[src/design/bst_pkg.sv]
// Shared types and fixed field widths for the bounded set table.
package bst_pkg;

    localparam int OP_W   = 2;
    localparam int DATA_W = 32;
    localparam int SIZE_W = 5;

    typedef enum logic [OP_W-1:0] {
        OP_ADD    = 2'd0,
        OP_REMOVE = 2'd1,
        OP_QUERY  = 2'd2,
        OP_CLEAR  = 2'd3
    } op_t;

    typedef enum logic [4:0] {
        ST_IDLE   = 5'b00001,
        ST_SCAN   = 5'b00010,
        ST_REM_RD = 5'b00100,
        ST_REM_WR = 5'b01000,
        ST_FIN    = 5'b10000
    } state_t;

endpackage

[src/design/bst_store.sv]
// Entry memory with one registered read port, one write port and the key comparator.
module bst_store #(
    parameter int DEPTH = 16,
    parameter int KEY_W = 32,
    parameter int IDX_W = 4
) (
    input  logic             clk,
    input  logic             rst_n,
    input  logic             rd_en,
    input  logic [IDX_W-1:0] rd_addr,
    input  logic             wr_en,
    input  logic [IDX_W-1:0] wr_addr,
    input  logic [KEY_W-1:0] wr_data,
    input  logic [KEY_W-1:0] key,
    output logic [KEY_W-1:0] rd_data,
    output logic [IDX_W-1:0] rd_idx,
    output logic             rd_vld,
    output logic             rd_hit
);

    logic [KEY_W-1:0] mem [DEPTH];
    logic [KEY_W-1:0] rd_data_reg;
    logic [IDX_W-1:0] rd_idx_reg;
    logic             rd_vld_reg;

    always_ff @(posedge clk)
    begin
        if (wr_en)
        begin
            mem[wr_addr] <= wr_data;
        end
        if (rd_en)
        begin
            rd_data_reg <= mem[rd_addr];
            rd_idx_reg  <= rd_addr;
        end
    end

    always_ff @(posedge clk or negedge rst_n)
    begin
        if (!rst_n)
        begin
            rd_vld_reg <= 1'b0;
        end
        else
        begin
            rd_vld_reg <= rd_en;
        end
    end

    assign rd_data = rd_data_reg;
    assign rd_idx  = rd_idx_reg;
    assign rd_vld  = rd_vld_reg;
    assign rd_hit  = (rd_data_reg == key);

endmodule

[src/design/bounded_set_table.sv]
// Top level of the bounded set table: sequencer, count and result register.
//
//   channel | direction | handshake           | payload
//   in      | input     | in_valid / in_ready | op, entry_value
//   out     | output    | out_valid/out_ready | ok, match_count, set_size, is_empty
//
// An add or query scans every held entry between accept and the result beat;
// the single memory read port and comparator visit one entry per cycle. A remove
// that hits then reads the last entry and writes it into the freed slot. A clear
// goes straight from accept to the final step without a scan.
// Reset empties the table at once; stored values are not cleared.
// The block takes no new beat until the previous result is in the output
// register, and it waits in its final step while that register is full and not taken.
module bounded_set_table #(
    parameter int CAPACITY    = 16,
    parameter int VALUE_WIDTH = 32
) (
    input  logic                          clk,
    input  logic                          rst_n,
    input  logic                          in_valid,
    output logic                          in_ready,
    input  logic [bst_pkg::OP_W-1:0]      op,
    input  logic [bst_pkg::DATA_W-1:0]    entry_value,
    output logic                          out_valid,
    input  logic                          out_ready,
    output logic                          ok,
    output logic [bst_pkg::SIZE_W-1:0]    match_count,
    output logic [bst_pkg::SIZE_W-1:0]    set_size,
    output logic                          is_empty
);

    localparam int KEY_W = (VALUE_WIDTH < bst_pkg::DATA_W) ? VALUE_WIDTH : bst_pkg::DATA_W;
    localparam int IDX_W = (CAPACITY > 1) ? $clog2(CAPACITY) : 1;
    localparam int CNT_W = $clog2(CAPACITY + 1);
    localparam int OUT_W = bst_pkg::SIZE_W;
    localparam logic [CNT_W-1:0] CAP_CNT = CNT_W'(CAPACITY);

    bst_pkg::state_t           state_reg, state_next;
    bst_pkg::op_t              op_reg, op_next;
    logic [KEY_W-1:0]          key_reg, key_next;
    logic [CNT_W-1:0]          count_reg, count_next;
    logic [CNT_W-1:0]          scan_reg, scan_next;
    logic [CNT_W-1:0]          hits_reg, hits_next;
    logic                      found_reg, found_next;
    logic [IDX_W-1:0]          found_idx_reg, found_idx_next;
    logic                      out_valid_reg, out_valid_next;
    logic                      ok_reg, ok_next;
    logic [OUT_W-1:0]          match_reg, match_next;
    logic [OUT_W-1:0]          size_reg, size_next;
    logic                      empty_reg, empty_next;

    logic                      rd_en, wr_en, rd_vld, rd_hit;
    logic [IDX_W-1:0]          rd_addr, wr_addr, rd_idx;
    logic [KEY_W-1:0]          wr_data, rd_data;

    logic                      issue, hit_now, out_free, add_ok;
    logic [CNT_W-1:0]          count_m1;
    logic [OUT_W+CNT_W-1:0]    size_ext, hits_ext;

    bst_store #(
        .DEPTH (CAPACITY),
        .KEY_W (KEY_W),
        .IDX_W (IDX_W)
    ) u_store (
        .clk     (clk),
        .rst_n   (rst_n),
        .rd_en   (rd_en),
        .rd_addr (rd_addr),
        .wr_en   (wr_en),
        .wr_addr (wr_addr),
        .wr_data (wr_data),
        .key     (key_reg),
        .rd_data (rd_data),
        .rd_idx  (rd_idx),
        .rd_vld  (rd_vld),
        .rd_hit  (rd_hit)
    );

    assign issue    = (state_reg == bst_pkg::ST_SCAN) && (scan_reg < count_reg);
    assign hit_now  = (state_reg == bst_pkg::ST_SCAN) && rd_vld && rd_hit;
    assign out_free = !out_valid_reg || out_ready;
    assign add_ok   = (count_reg < CAP_CNT) && !found_reg;
    assign count_m1 = count_reg - 1'b1;

    assign rd_en   = issue || (state_reg == bst_pkg::ST_REM_RD);
    assign rd_addr = (state_reg == bst_pkg::ST_REM_RD) ? count_m1[IDX_W-1:0]
                                                       : scan_reg[IDX_W-1:0];

    always_comb
    begin
        wr_en   = 1'b0;
        wr_addr = found_idx_reg;
        wr_data = rd_data;
        if (state_reg == bst_pkg::ST_REM_WR)
        begin
            wr_en = 1'b1;
        end
        else if ((state_reg == bst_pkg::ST_FIN) && out_free &&
                 (op_reg == bst_pkg::OP_ADD) && add_ok)
        begin
            wr_en   = 1'b1;
            wr_addr = count_reg[IDX_W-1:0];
            wr_data = key_reg;
        end
    end

    always_comb
    begin
        state_next     = state_reg;
        op_next        = op_reg;
        key_next       = key_reg;
        count_next     = count_reg;
        scan_next      = scan_reg;
        hits_next      = hits_reg;
        found_next     = found_reg;
        found_idx_next = found_idx_reg;
        out_valid_next = out_valid_reg && !out_ready;
        ok_next        = ok_reg;
        match_next     = match_reg;
        size_next      = size_reg;
        empty_next     = empty_reg;
        size_ext       = '0;
        hits_ext       = '0;

        unique case (state_reg)
            bst_pkg::ST_IDLE:
            begin
                if (in_valid)
                begin
                    op_next    = bst_pkg::op_t'(op);
                    key_next   = entry_value[KEY_W-1:0];
                    scan_next  = '0;
                    hits_next  = '0;
                    found_next = 1'b0;
                    if (bst_pkg::op_t'(op) == bst_pkg::OP_CLEAR)
                    begin
                        state_next = bst_pkg::ST_FIN;
                    end
                    else
                    begin
                        state_next = bst_pkg::ST_SCAN;
                    end
                end
            end
            bst_pkg::ST_SCAN:
            begin
                if (issue)
                begin
                    scan_next = scan_reg + 1'b1;
                end
                if (hit_now)
                begin
                    hits_next = hits_reg + 1'b1;
                    if (!found_reg)
                    begin
                        found_next     = 1'b1;
                        found_idx_next = rd_idx;
                    end
                end
                if (!issue)
                begin
                    if ((op_reg == bst_pkg::OP_REMOVE) && found_next)
                    begin
                        state_next = bst_pkg::ST_REM_RD;
                    end
                    else
                    begin
                        state_next = bst_pkg::ST_FIN;
                    end
                end
            end
            bst_pkg::ST_REM_RD:
            begin
                state_next = bst_pkg::ST_REM_WR;
            end
            bst_pkg::ST_REM_WR:
            begin
                state_next = bst_pkg::ST_FIN;
            end
            bst_pkg::ST_FIN:
            begin
                if (out_free)
                begin
                    unique case (op_reg)
                        bst_pkg::OP_ADD:
                        begin
                            ok_next = add_ok;
                            if (add_ok)
                            begin
                                count_next = count_reg + 1'b1;
                            end
                        end
                        bst_pkg::OP_REMOVE:
                        begin
                            ok_next = found_reg;
                            if (found_reg)
                            begin
                                count_next = count_m1;
                            end
                        end
                        bst_pkg::OP_QUERY:
                        begin
                            ok_next = (hits_reg != '0);
                        end
                        bst_pkg::OP_CLEAR:
                        begin
                            ok_next    = 1'b1;
                            count_next = '0;
                        end
                        default:
                        begin
                            ok_next = 1'b0;
                        end
                    endcase
                    size_ext       = {{OUT_W{1'b0}}, count_next};
                    hits_ext       = {{OUT_W{1'b0}}, hits_reg};
                    size_next      = size_ext[OUT_W-1:0];
                    match_next     = (op_reg == bst_pkg::OP_QUERY) ? hits_ext[OUT_W-1:0]
                                                                   : '0;
                    empty_next     = (count_next == '0);
                    out_valid_next = 1'b1;
                    state_next     = bst_pkg::ST_IDLE;
                end
            end
            default:
            begin
                state_next = bst_pkg::ST_IDLE;
            end
        endcase
    end

    always_ff @(posedge clk or negedge rst_n)
    begin
        if (!rst_n)
        begin
            state_reg     <= bst_pkg::ST_IDLE;
            count_reg     <= '0;
            out_valid_reg <= 1'b0;
        end
        else
        begin
            state_reg     <= state_next;
            count_reg     <= count_next;
            out_valid_reg <= out_valid_next;
        end
    end

    always_ff @(posedge clk)
    begin
        op_reg        <= op_next;
        key_reg       <= key_next;
        scan_reg      <= scan_next;
        hits_reg      <= hits_next;
        found_reg     <= found_next;
        found_idx_reg <= found_idx_next;
        ok_reg        <= ok_next;
        match_reg     <= match_next;
        size_reg      <= size_next;
        empty_reg     <= empty_next;
    end

    assign in_ready    = (state_reg == bst_pkg::ST_IDLE);
    assign out_valid   = out_valid_reg;
    assign ok          = ok_reg;
    assign match_count = match_reg;
    assign set_size    = size_reg;
    assign is_empty    = empty_reg;

endmodule

[config.mk]
export PLATFORM = sky130hd
export DESIGN_NAME = bounded_set_table
export DESIGN_NICKNAME = d
export VERILOG_FILES = /design/src/design/bst_pkg.sv /design/src/design/bst_store.sv /design/src/design/bounded_set_table.sv
export SDC_FILE = /design/constraint.sdc
export NUM_CORES = 1
export LEC_CHECK = 0
export BUFFER_PORTS_ARGS = -buffer_cell sky130_fd_sc_hd__buf_4
export CORE_ASPECT_RATIO = 0.6
export CORE_MARGIN = 2
export CORE_UTILIZATION = 45
export CTS_CLUSTER_DIAMETER = 80
export DETAILED_ROUTE_END_ITERATION = 12
export SLEW_MARGIN = 30
export SYNTH_ARGS = -nofsm -noshare
export SYNTH_HDL_FRONTEND = slang
export SYNTH_HIERARCHICAL = 1
export SYNTH_SLANG_ARGS = --single-unit
[constraint.sdc]
create_clock -name clk -period 10.7 [get_ports clk]
set_input_delay 0 -clock clk [delete_from_list [all_inputs] [get_ports clk]]
set_output_delay 0 -clock clk [all_outputs]
set_load 0.02 [all_outputs]
==> summary.txt, run 1 <==
Critical path
  • Critical Path Source: state_reg[1]
  • Arrival time worst endpoint: roughly 4.8 ns
  • Req. time, crit path: between 10 and 15 ns
  • Slowest stage delay, CP: slightly below 0.8 ns
  • CP max-delay cell: nor3_2
  • Kind of critical path: reg2reg
  • CP Max Fanout: 37
  • Worst Setup Start Kind: register
  • RR Startpoint: state_reg[1]
  • CP Cell Sequence: nor3_2 > nand3_1 > nor2b_4 > nand3_4 > mux2_2 > nand3_1 > nor3_2 > buf_4
  • Crit. End Element: register

Floorplan
  • Chip width: 304 um
  • # rows: 65
  • CORE AREA: roughly 53000 um^2
  • Num ports: 52
  • Starting Density: 45.8%
  • Die H: 184 um
  • Die area: 55900 um^2

STA
  • Pins Over Slew Limit: 0
  • Final hold viol count: 0
  • Tcrit/Tclk final: between 40% and 50%
  • Setup Viol. Count Final: 0
  • RSZ-0062 raised after global routing: no
  • Tmin final: 4.59 ns
  • Worst-margin pin slew: between 0.9 and 1 ns
  • Max-slew headroom: around 34%
  • Post-Route Skew: ~0.034 ns
  • Final TNS setup: 0 ns
  • Worst hold slack: 0.116 ns
  • Fmax: 218 MHz

Layout
  • Nets: between 1000 and 1500
  • Multi-input gate area: 5520 um^2
  • Max FFs per register: approximately 510
  • Seq. cell area: ~19000 um^2
  • Area grow syn2layout: 15.4%
  • Commonest cells after routing, fill and taps aside: 609 x edfxtp_1, 128 x mux4_2, 68 x buf_4
  • Fill cells: about 4000
  • Commonest non-fill, non-tap cell in the layout: edfxtp_1
  • Number of inserted diodes: 0
  • Share of cells above drive strength 1: between 20% and 30%

Logic synthesis
  • Post-synth EDFFs: 609
  • Synth Net Count: between 1000 and 1500
  • Sequential share of the synthesized area: 76.6%
  • Ys Warns: 6
  • Post-Synth Simple-Gate Area: under 10%
  • Complex-gate fraction of the synthesized area: 2.78%
  • Ys async rst share: just under 2%
  • Adder-Cell Fraction of Synth Area: 0.464%
  • Synth Cell Area: 24300 um^2
  • Largest family of logic cells by synthesized area: multiplexers
  • Top_reg_cell synth: edfxtp_1
  • Distinct cells, synth: between 50 and 60
  • Flops & latches, synth: between 600 and 700
  • Mux cell area share after synthesis: between 10% and 20%
  • Gate Count Post-Synth: between 1000 and 1500
  • Synth Area in XOR/XNOR: approximately 1.6%
  • Synth Area per Inst: 21.1 um^2

Routing
  • DR DRC count: 0
  • WL final: roughly 56000 um
  • Drt first pass iters: 5
  • Routed vias: about 12000
  • Post-route ant nets: 0
  • Drt via density: about 5.8
  • Starting DRT DRC Count: 1326
  • Wirelength per Cell: 27.9 um

GRT
  • Global-route wire length before repair: roughly 82000 um
  • Vias in the first global route: 11600
  • Initial antenna violation count: 1
  • GRT Util Overall: between 20% and 30%
  • Grt total ovfl: 0
  • Largest net degree at the start of global routing: 64

CTS
  • Clock slew at reported path FFs: 0.06 ns
  • Total clock buffers created by CTS: 56
  • Worst-skew pair later-pin latency: around 0.60 ns
  • CTS tree: done
  • Clock sink count: approximately 620
  • Htree depth: 2
  • Clock root buffer: clkbuf_16
  • Post_cts resized: 0
  • Max clock buf depth: 3

Placed design
  • HPWL after DPL: roughly 34000 um
  • Gpl congestion: 0.779
  • Port Buffers: between 50 and 60

Run
  • MaxCap Viol Count: 0

Pwr
  • Max VDD drop: about 0.16 mV
  • Power density cells: roughly 220 nW/um^2
  • P_leak: approximately 9.1 nW

Worst hold path
  • Hold path startpoint: entry_value[25]
  • HP Class: in2reg

Status
  • Status: complete, no violations
cells in the mapped netlist (all sizes together) (4+ instances only):
cell type | n | share of area [%]
nor4 | 9 | 0.23
xor2 | 38 | 1.4
a22oi | 64 | 2.0
nor2b | 5 | 0.13
inv | 14 | 0.22
mux2 | 41 | 2.4
dfrtp | 11 | 1.1
nand2 | 49 | 0.76
mux4 | 128 | 12
o211ai | 4 | 0.12
o21ai | 11 | 0.23
nand2b | 5 | 0.13
edfxtp | 609 | 75
nor2 | 33 | 0.51
ha | 9 | 0.46
nand3 | 11 | 0.28
xnor2 | 5 | 0.18
and2 | 7 | 0.18
nor3 | 9 | 0.21
buf | 30 | 0.75
clkbuf | 24 | 0.38
through the flow:
step	area (um^2)	utilization (%)	worst slack (ns)	power, W	std cells
6_report	28000	52.9	6.11	0.00621	2019
5_1_grt	28000	52.9	5.86	0.00646	2019
4_1_cts	28000	52.8	6.04	0.00625	2018
3_5_place_dp	25800	48.7	6.11	0.00428	1878
3_3_place_gp	25600	48.3	5.70	0.00426	1869
2_1_floorplan	24300	-	5.80	0.00384	1150
power breakdown:
part | internal (W) | total, W | switching, W
Clock | 0.00109 | 0.00197 | 0.000873
Sequential | 0.00286 | 0.00296 | 0.0000990
Combinational | 0.000528 | 0.00128 | 0.000756
Total | 0.00448 | 0.00621 | 0.00173
cell families after synthesis:
kind of cell / Yosys count
DFF: 621
muxes: 172
and+or+nand+nor: 142
AOI/OAI and AO/OA: 95
buffers and inverters: 68
xor gates and xnor gates: 43
adders and majority gates: 9
path summary, 6_finish.rpt:
| path | end | slack [ns] | cells after the start |
|---|---|---|---|
| max reg2reg | u_store/mem[12][21] | 6.11 | 8 |
| min | key_reg[25] | 0.12 | 2 |
| min reg2reg | found_idx_reg[0] | 0.42 | 0 |
| max in group asynchronous | state_reg[3] | 9.20 | 4 |
| min in group asynchronous | state_reg[0] | 0.49 | 3 |
| max | u_store/mem[12][21] | 6.11 | 8 |
per-layer routing:
metal | GRT usage, % | routed length, um | up-vias
met4 | 4.44 | 947 | 0
met2 | 29.6 | 24700 | 496
met1 | 31.9 | 25600 | 6203
met3 | 4.01 | 5040 | 60
li1 | - | - | 4993
met5 | 0 | 0 | -
worst max-delay path: cells and delay by family (launching register included):
kind          cells  cell delay [ns]
buf+inv           1             0.51
mux               1             0.49
flops             1             0.44
simple gates      6             2.72
layout make-up:
class,count,area share (%)
flip-flops and latches,621,66.4
multi-input cells,461,19.7
inverters,14,0.188
clock inverters,32,1.05
repair buffers,120,4.27
well taps,703,3.14
clock buffers,68,5.24
timing repair:
item                                   4_1_cts  5_1_grt
setup buffers                                0        0
endpoints found under the hold margin       51        0
hold buffers                                40        0
Note: power is estimated with default switching activity, not from simulation.
==> run 2: changes to the inputs <==
- clock period: 10.7 -> 3.8 ns (I/O delays scaled with it)
==> summary.txt, run 2 (synthesis results as in run 1) <==
Critical path
  • Delay-heaviest family, CP: simple AND/OR/NAND/NOR gates
  • Crit. End Element: register
  • Slowest stage delay, CP: between 0.4 and 0.5 ns
  • CP Cell Sequence: nor3_2 > nand3_1 > nor2b_2 > nand3_4 > mux2_4 > nand3b_1 > nor3_4 > buf_4
  • CP Max Fanout: 22
  • Buf/Inv on CP: 1
  • Worst Setup Start Kind: register
  • RR Startpoint: state_reg[1]
  • CP max-delay cell: dfrtp_1
  • Arrival time worst endpoint: between 3 and 4 ns
  • Critical Path Source: state_reg[1]
  • Req. time, crit path: about 4.0 ns
  • Kind of critical path: reg2reg

Routing
  • DR DRC count: 0
  • Routed vias: 11800
  • Drt via density: approximately 5.8
  • WL final: about 55000 um
  • Wirelength per Cell: 26.9 um
  • Post-route ant nets: 0
  • Starting DRT DRC Count: approximately 1400
  • Drt first pass iters: 5

Floorplan
  • Die area: 55900 um^2
  • Starting Density: 45.8%
  • Num ports: 52
  • # rows: 65
  • Die H: around 180 um
  • Chip width: a little over 300 um
  • CORE AREA: 52900 um^2

GRT
  • Largest net degree at the start of global routing: 90
  • Grt total ovfl: 0
  • Global-route wire length before repair: ~80000 um
  • Initial antenna violation count: 0
  • GRT Util Overall: 19.7%
  • Vias in the first global route: 11900

Layout
  • Cell area after layout: between 20000 and 30000 um^2
  • Nets: 1337
  • Share of cells above drive strength 1: between 20% and 30%
  • Number of inserted diodes: 0
  • Area grow syn2layout: 16.2%
  • Commonest non-fill, non-tap cell in the layout: edfxtp_1
  • Fill cells: 4064
  • Commonest cells after routing, fill and taps aside: 609 x edfxtp_1, 128 x mux4_2, 82 x buf_4
  • Max FFs per register: 512

Pwr
  • Sequential share of power: 47.2%
  • Max VDD drop: 0.358 mV
  • Combinational share of power: approximately a fifth
  • P_leak: around 9.2 nW
  • Sw Ratio: around 27%
  • Switching pwr: about 0.0048 W
  • Clock network power share: 32.5%
  • Internal power: 0.0128 W
  • Power density cells: 624 nW/um^2
  • Pwr Total: 0.0176 W

CTS
  • Worst-skew pair later-pin latency: approximately 0.6 ns
  • Clock root buffer: clkbuf_16
  • Htree depth: 2
  • Post-CTS Setup Inserts: 0
  • Clock sink count: roughly 620
  • Total clock buffers created by CTS: 55
  • Clock slew at reported path FFs: 0.07 ns
  • Max clock buf depth: 3
  • CTS tree: done

STA
  • Worst-margin pin slew: roughly 0.78 ns
  • Post-Route Skew: 0.0182 ns
  • Pins Over Slew Limit: 0
  • Final hold viol count: 0
  • Tcrit/Tclk final: approximately 85%
  • Tmin final: 3.25 ns
  • Setup Viol. Count Final: 0
  • Max-slew headroom: between 40% and 50%
  • Fmax: roughly 300 MHz
  • RSZ-0062 raised after global routing: no

Placed design
  • Port Buffers: between 50 and 60
  • HPWL after DPL: 30200 um
  • Gpl congestion: slightly below 0.8
  • DP Area: ~26000 um^2

Run
  • MaxCap Viol Count: 0

Worst hold path
  • HP Class: in2reg
  • Hold path startpoint: entry_value[18]

Status
  • Status: complete, no violations
run 2: changes by cell type in the layout (fill, tap and decap cells not counted), sizes merged:
cell and delta:
buf +17, clkbuf -1, clkinv -1, bufinv +3
clkinvlp -1, inv +2
run 2: final timing paths:
kind	slack [ns]	cells after the start	end
hold reg to reg	0.42	0	found_idx_reg[0]
hold / removal	0.11	2	key_reg[18]
max in group asynchronous	2.24	4	out_valid
setup reg to reg	0.55	8	u_store/mem[8][6]
setup / recovery	0.55	8	u_store/mem[8][6]
min in group asynchronous	0.46	3	state_reg[0]
run 2: layer usage:
layer	track usage (%)	vias to the layer above	share of wire (%)
li1	-	5034	-
met1	31.1	6280	47
met2	29.3	453	44
met3	3.22	64	7.2
met4	3.82	0	1.4
met5	0	-	0
run 2: timing repair:
| action | CTS | global route |
|---|---|---|
| endpoints found under the setup margin | 0 | 0 |
| endpoints found under the hold margin | 61 | 0 |
| hold buffers | 40 | 0 |
| resized for setup | 0 | 0 |
run 2: cell type report:
type	instances	area (um^2)	share of cell area, %
clock inverter	35	423	1.50
clock buffer	67	1420	5.04
tap	703	880	3.12
timing repair buffer	137	1320	4.67
inverter	14	52.6	0.186
multi-input combinational	461	5520	19.6
sequential	621	18600	65.9
run 2: worst reg2reg max path: cells and delay by family, from the launching register on:
kind,cells,cell delay [ns]
flip-flops,1,0.46
multiplexers,1,0.41
AND/OR/NAND/NOR,6,1.54
buffers and inverters,1,0.45
run 2: per-stage QoR:
step | util, % | TNS (ns) | instances | hold WS, ns | setup WS, ns
after floorplan | - | -47.36 | 1150 | -0.296 | -0.665
after global routing | 53.3 | 0 | 2038 | 0.0912 | 0.348
after CTS | 53.3 | 0 | 2038 | 0.0800 | 0.568
after global placement | 49.0 | 0 | 1896 | -0.137 | 0.651
final | 53.3 | 0 | 2038 | 0.112 | 0.553
after detailed placement | 49.0 | 0 | 1896 | -0.137 | 0.579
run 2: power groups by stage:
| stage | clock network [W] | logic, W | registers, W |
|---|---|---|---|
| CTS | 0.00586 | 0.00360 | 0.00830 |
| global route | 0.00613 | 0.00386 | 0.00832 |
| detailed placement | 0 | 0.00353 | 0.00844 |
| finish | 0.00573 | 0.00357 | 0.00830 |
| global placement | 0 | 0.00350 | 0.00844 |
| floorplan | 0 | 0.00246 | 0.00835 |
==> run 3: changes to the inputs <==
- CORE_UTILIZATION: 45 -> 40
- PLACE_DENSITY: unset -> 0.68
==> summary.txt, run 3 (synthesis results as in run 1) <==
Placed design
  • DP Worst Slack: about 0.55 ns
  • HPWL after DPL: 31800 um
  • Port Buffers: a little over 50
  • Gpl congestion: approximately 0.76
  • Dpl cells: around 2000

STA
  • Worst hold slack: 0.108 ns
  • Tcrit/Tclk final: around 87%
  • Worst-margin pin slew: about 0.86 ns
  • Final hold viol count: 0
  • Fmax: slightly above 300 MHz
  • Max-slew headroom: 42.2%
  • RSZ-0062 raised after global routing: no
  • Final TNS setup: 0 ns
  • Post-Route Skew: around 0.033 ns
  • Fin worst setup slack: slightly above 0.5 ns
  • Setup Viol. Count Final: 0
  • Tmin final: 3.29 ns
  • Pins Over Slew Limit: 0

Floorplan
  • Die H: 195 um
  • Die area: about 63000 um^2
  • Num ports: 52
  • # rows: between 60 and 70
  • Chip width: 322 um
  • CORE AREA: 59600 um^2
  • Starting Density: 40.7%

GRT
  • Global-route wire length before repair: roughly 80000 um
  • Largest net degree at the start of global routing: between 50 and 60
  • Initial antenna violation count: 0
  • Grt total ovfl: 0
  • Vias in the first global route: approximately 12000
  • GRT Util Overall: between 10% and 20%

CTS
  • Clock slew at reported path FFs: ~0.070 ns
  • CTS tree: done
  • Max clock buf depth: 3
  • Htree depth: 2
  • Worst-skew pair later-pin latency: between 0.6 and 0.7 ns
  • Clock root buffer: clkbuf_16
  • Post_cts resized: 0
  • Total clock buffers created by CTS: 53
  • Clock sink count: around 620

Routing
  • Starting DRT DRC Count: about 1500
  • Drt first pass iters: 5
  • Routed vias: approximately 12000
  • Post-route ant nets: 0
  • Wirelength per Cell: 26.0 um
  • Drt via density: around 5.6
  • WL final: between 50000 and 60000 um
  • DR DRC count: 0

Critical path
  • Crit. End Element: register
  • Arrival time worst endpoint: ~3.5 ns
  • CP Max Fanout: 24
  • Worst-case reg-to-reg path depth: 9
  • Worst Setup Start Kind: register
  • Kind of critical path: reg2reg
  • Req. time, crit path: around 4.0 ns

Run
  • MaxCap Viol Count: 0

Pwr
  • Power density cells: around 610 nW/um^2
  • Max VDD drop: ~0.35 mV
  • P_leak: ~9.2 nW
  • Pwr Total: 0.0174 W

Layout
  • Share of cells above drive strength 1: 28.3%
  • Max FFs per register: around 510
  • Number of inserted diodes: 0
  • Post-route insts no fill: 2116
  • Area grow syn2layout: 16.5%
  • Commonest non-fill, non-tap cell in the layout: edfxtp_1
  • Nets: ~1300
  • Commonest cells after routing, fill and taps aside: 609 x edfxtp_1, 128 x mux4_2, 88 x buf_4

Worst hold path
  • Hold Crit Depth: 2
  • HP Class: in2reg

Status
  • Status: complete, no violations
==> run 3: cell count changes in the layout (fill, tap and decap cells not counted) <==
cell       delta
buf_12        +2
inv_6         -1
clkinv_2      +1
inv_8         -1
clkbuf_8      +1
bufinv_16     -1
clkinv_1      -7
clkbuf_1      +3
inv_16        -1
buf_4         +6
clkbuf_16     -2
==> run 3: power breakdown <==
group	switching (W)	total (W)	internal (W)
combinational	0.00199	0.00359	0.00160
clock	0.00241	0.00549	0.00307
sequential	0.000264	0.00831	0.00804
==> run 3: cell type report <==
type                       count  area (um^2)
sequential                   621        18600
clock buffer                  69         1400
tap                          781          977
inverter                      14         52.6
clock inverter                25          332
fill                        4837        31300
multi-input combinational    461         5520
timing repair buffer         145         1400
==> run 3: path summary, 6_finish.rpt <==
kind	to	slack [ns]	start
worst max-delay path	u_store/mem[6][1]	0.51	state_reg[1]
min in group asynchronous	state_reg[0]	0.45	rst_n
worst min-delay path	key_reg[19]	0.11	entry_value[19]
worst max register to register	u_store/mem[6][1]	0.51	state_reg[1]
max in group asynchronous	state_reg[4]	2.36	rst_n
worst min register to register	found_idx_reg[1]	0.41	u_store/rd_idx[1]
==> run 3: critical path, cell delays in order, from the launching register on <==
cell and delay (ns):
dfrtp_1 0.45, nor3_2 0.20, nand3_1 0.14, nor2b_2 0.22, nand3_4 0.13, buf_4 0.35
mux2_4 0.44, nand2b_1 0.34, nor2_4 0.16, buf_4 0.45
==> run 3: repair_timing <==
item,in CTS,in global routing
endpoints found under the hold margin,51,0
buffers inserted,0,0
hold buffers,40,0
==> run 3: routing by layer <==
| metal | global-route usage [%] | wire (um) | up-vias |
|---|---|---|---|
| met4 | 3.46 | 795 | 0 |
| met3 | 4.01 | 4710 | 67 |
| met5 | 0 | 0 | - |
| li1 | - | - | 5037 |
| met2 | 25.5 | 24100 | 505 |
| met1 | 27.7 | 25400 | 6327 |
==> run 3: stage by stage <==
stage | area, um^2 | utilization [%]
after global placement | 26100 | 43.9
after CTS | 28300 | 47.5
after floorplan | 24300 | -
after global routing | 28300 | 47.5
final | 28300 | 47.5
after detailed placement | 26100 | 43.9
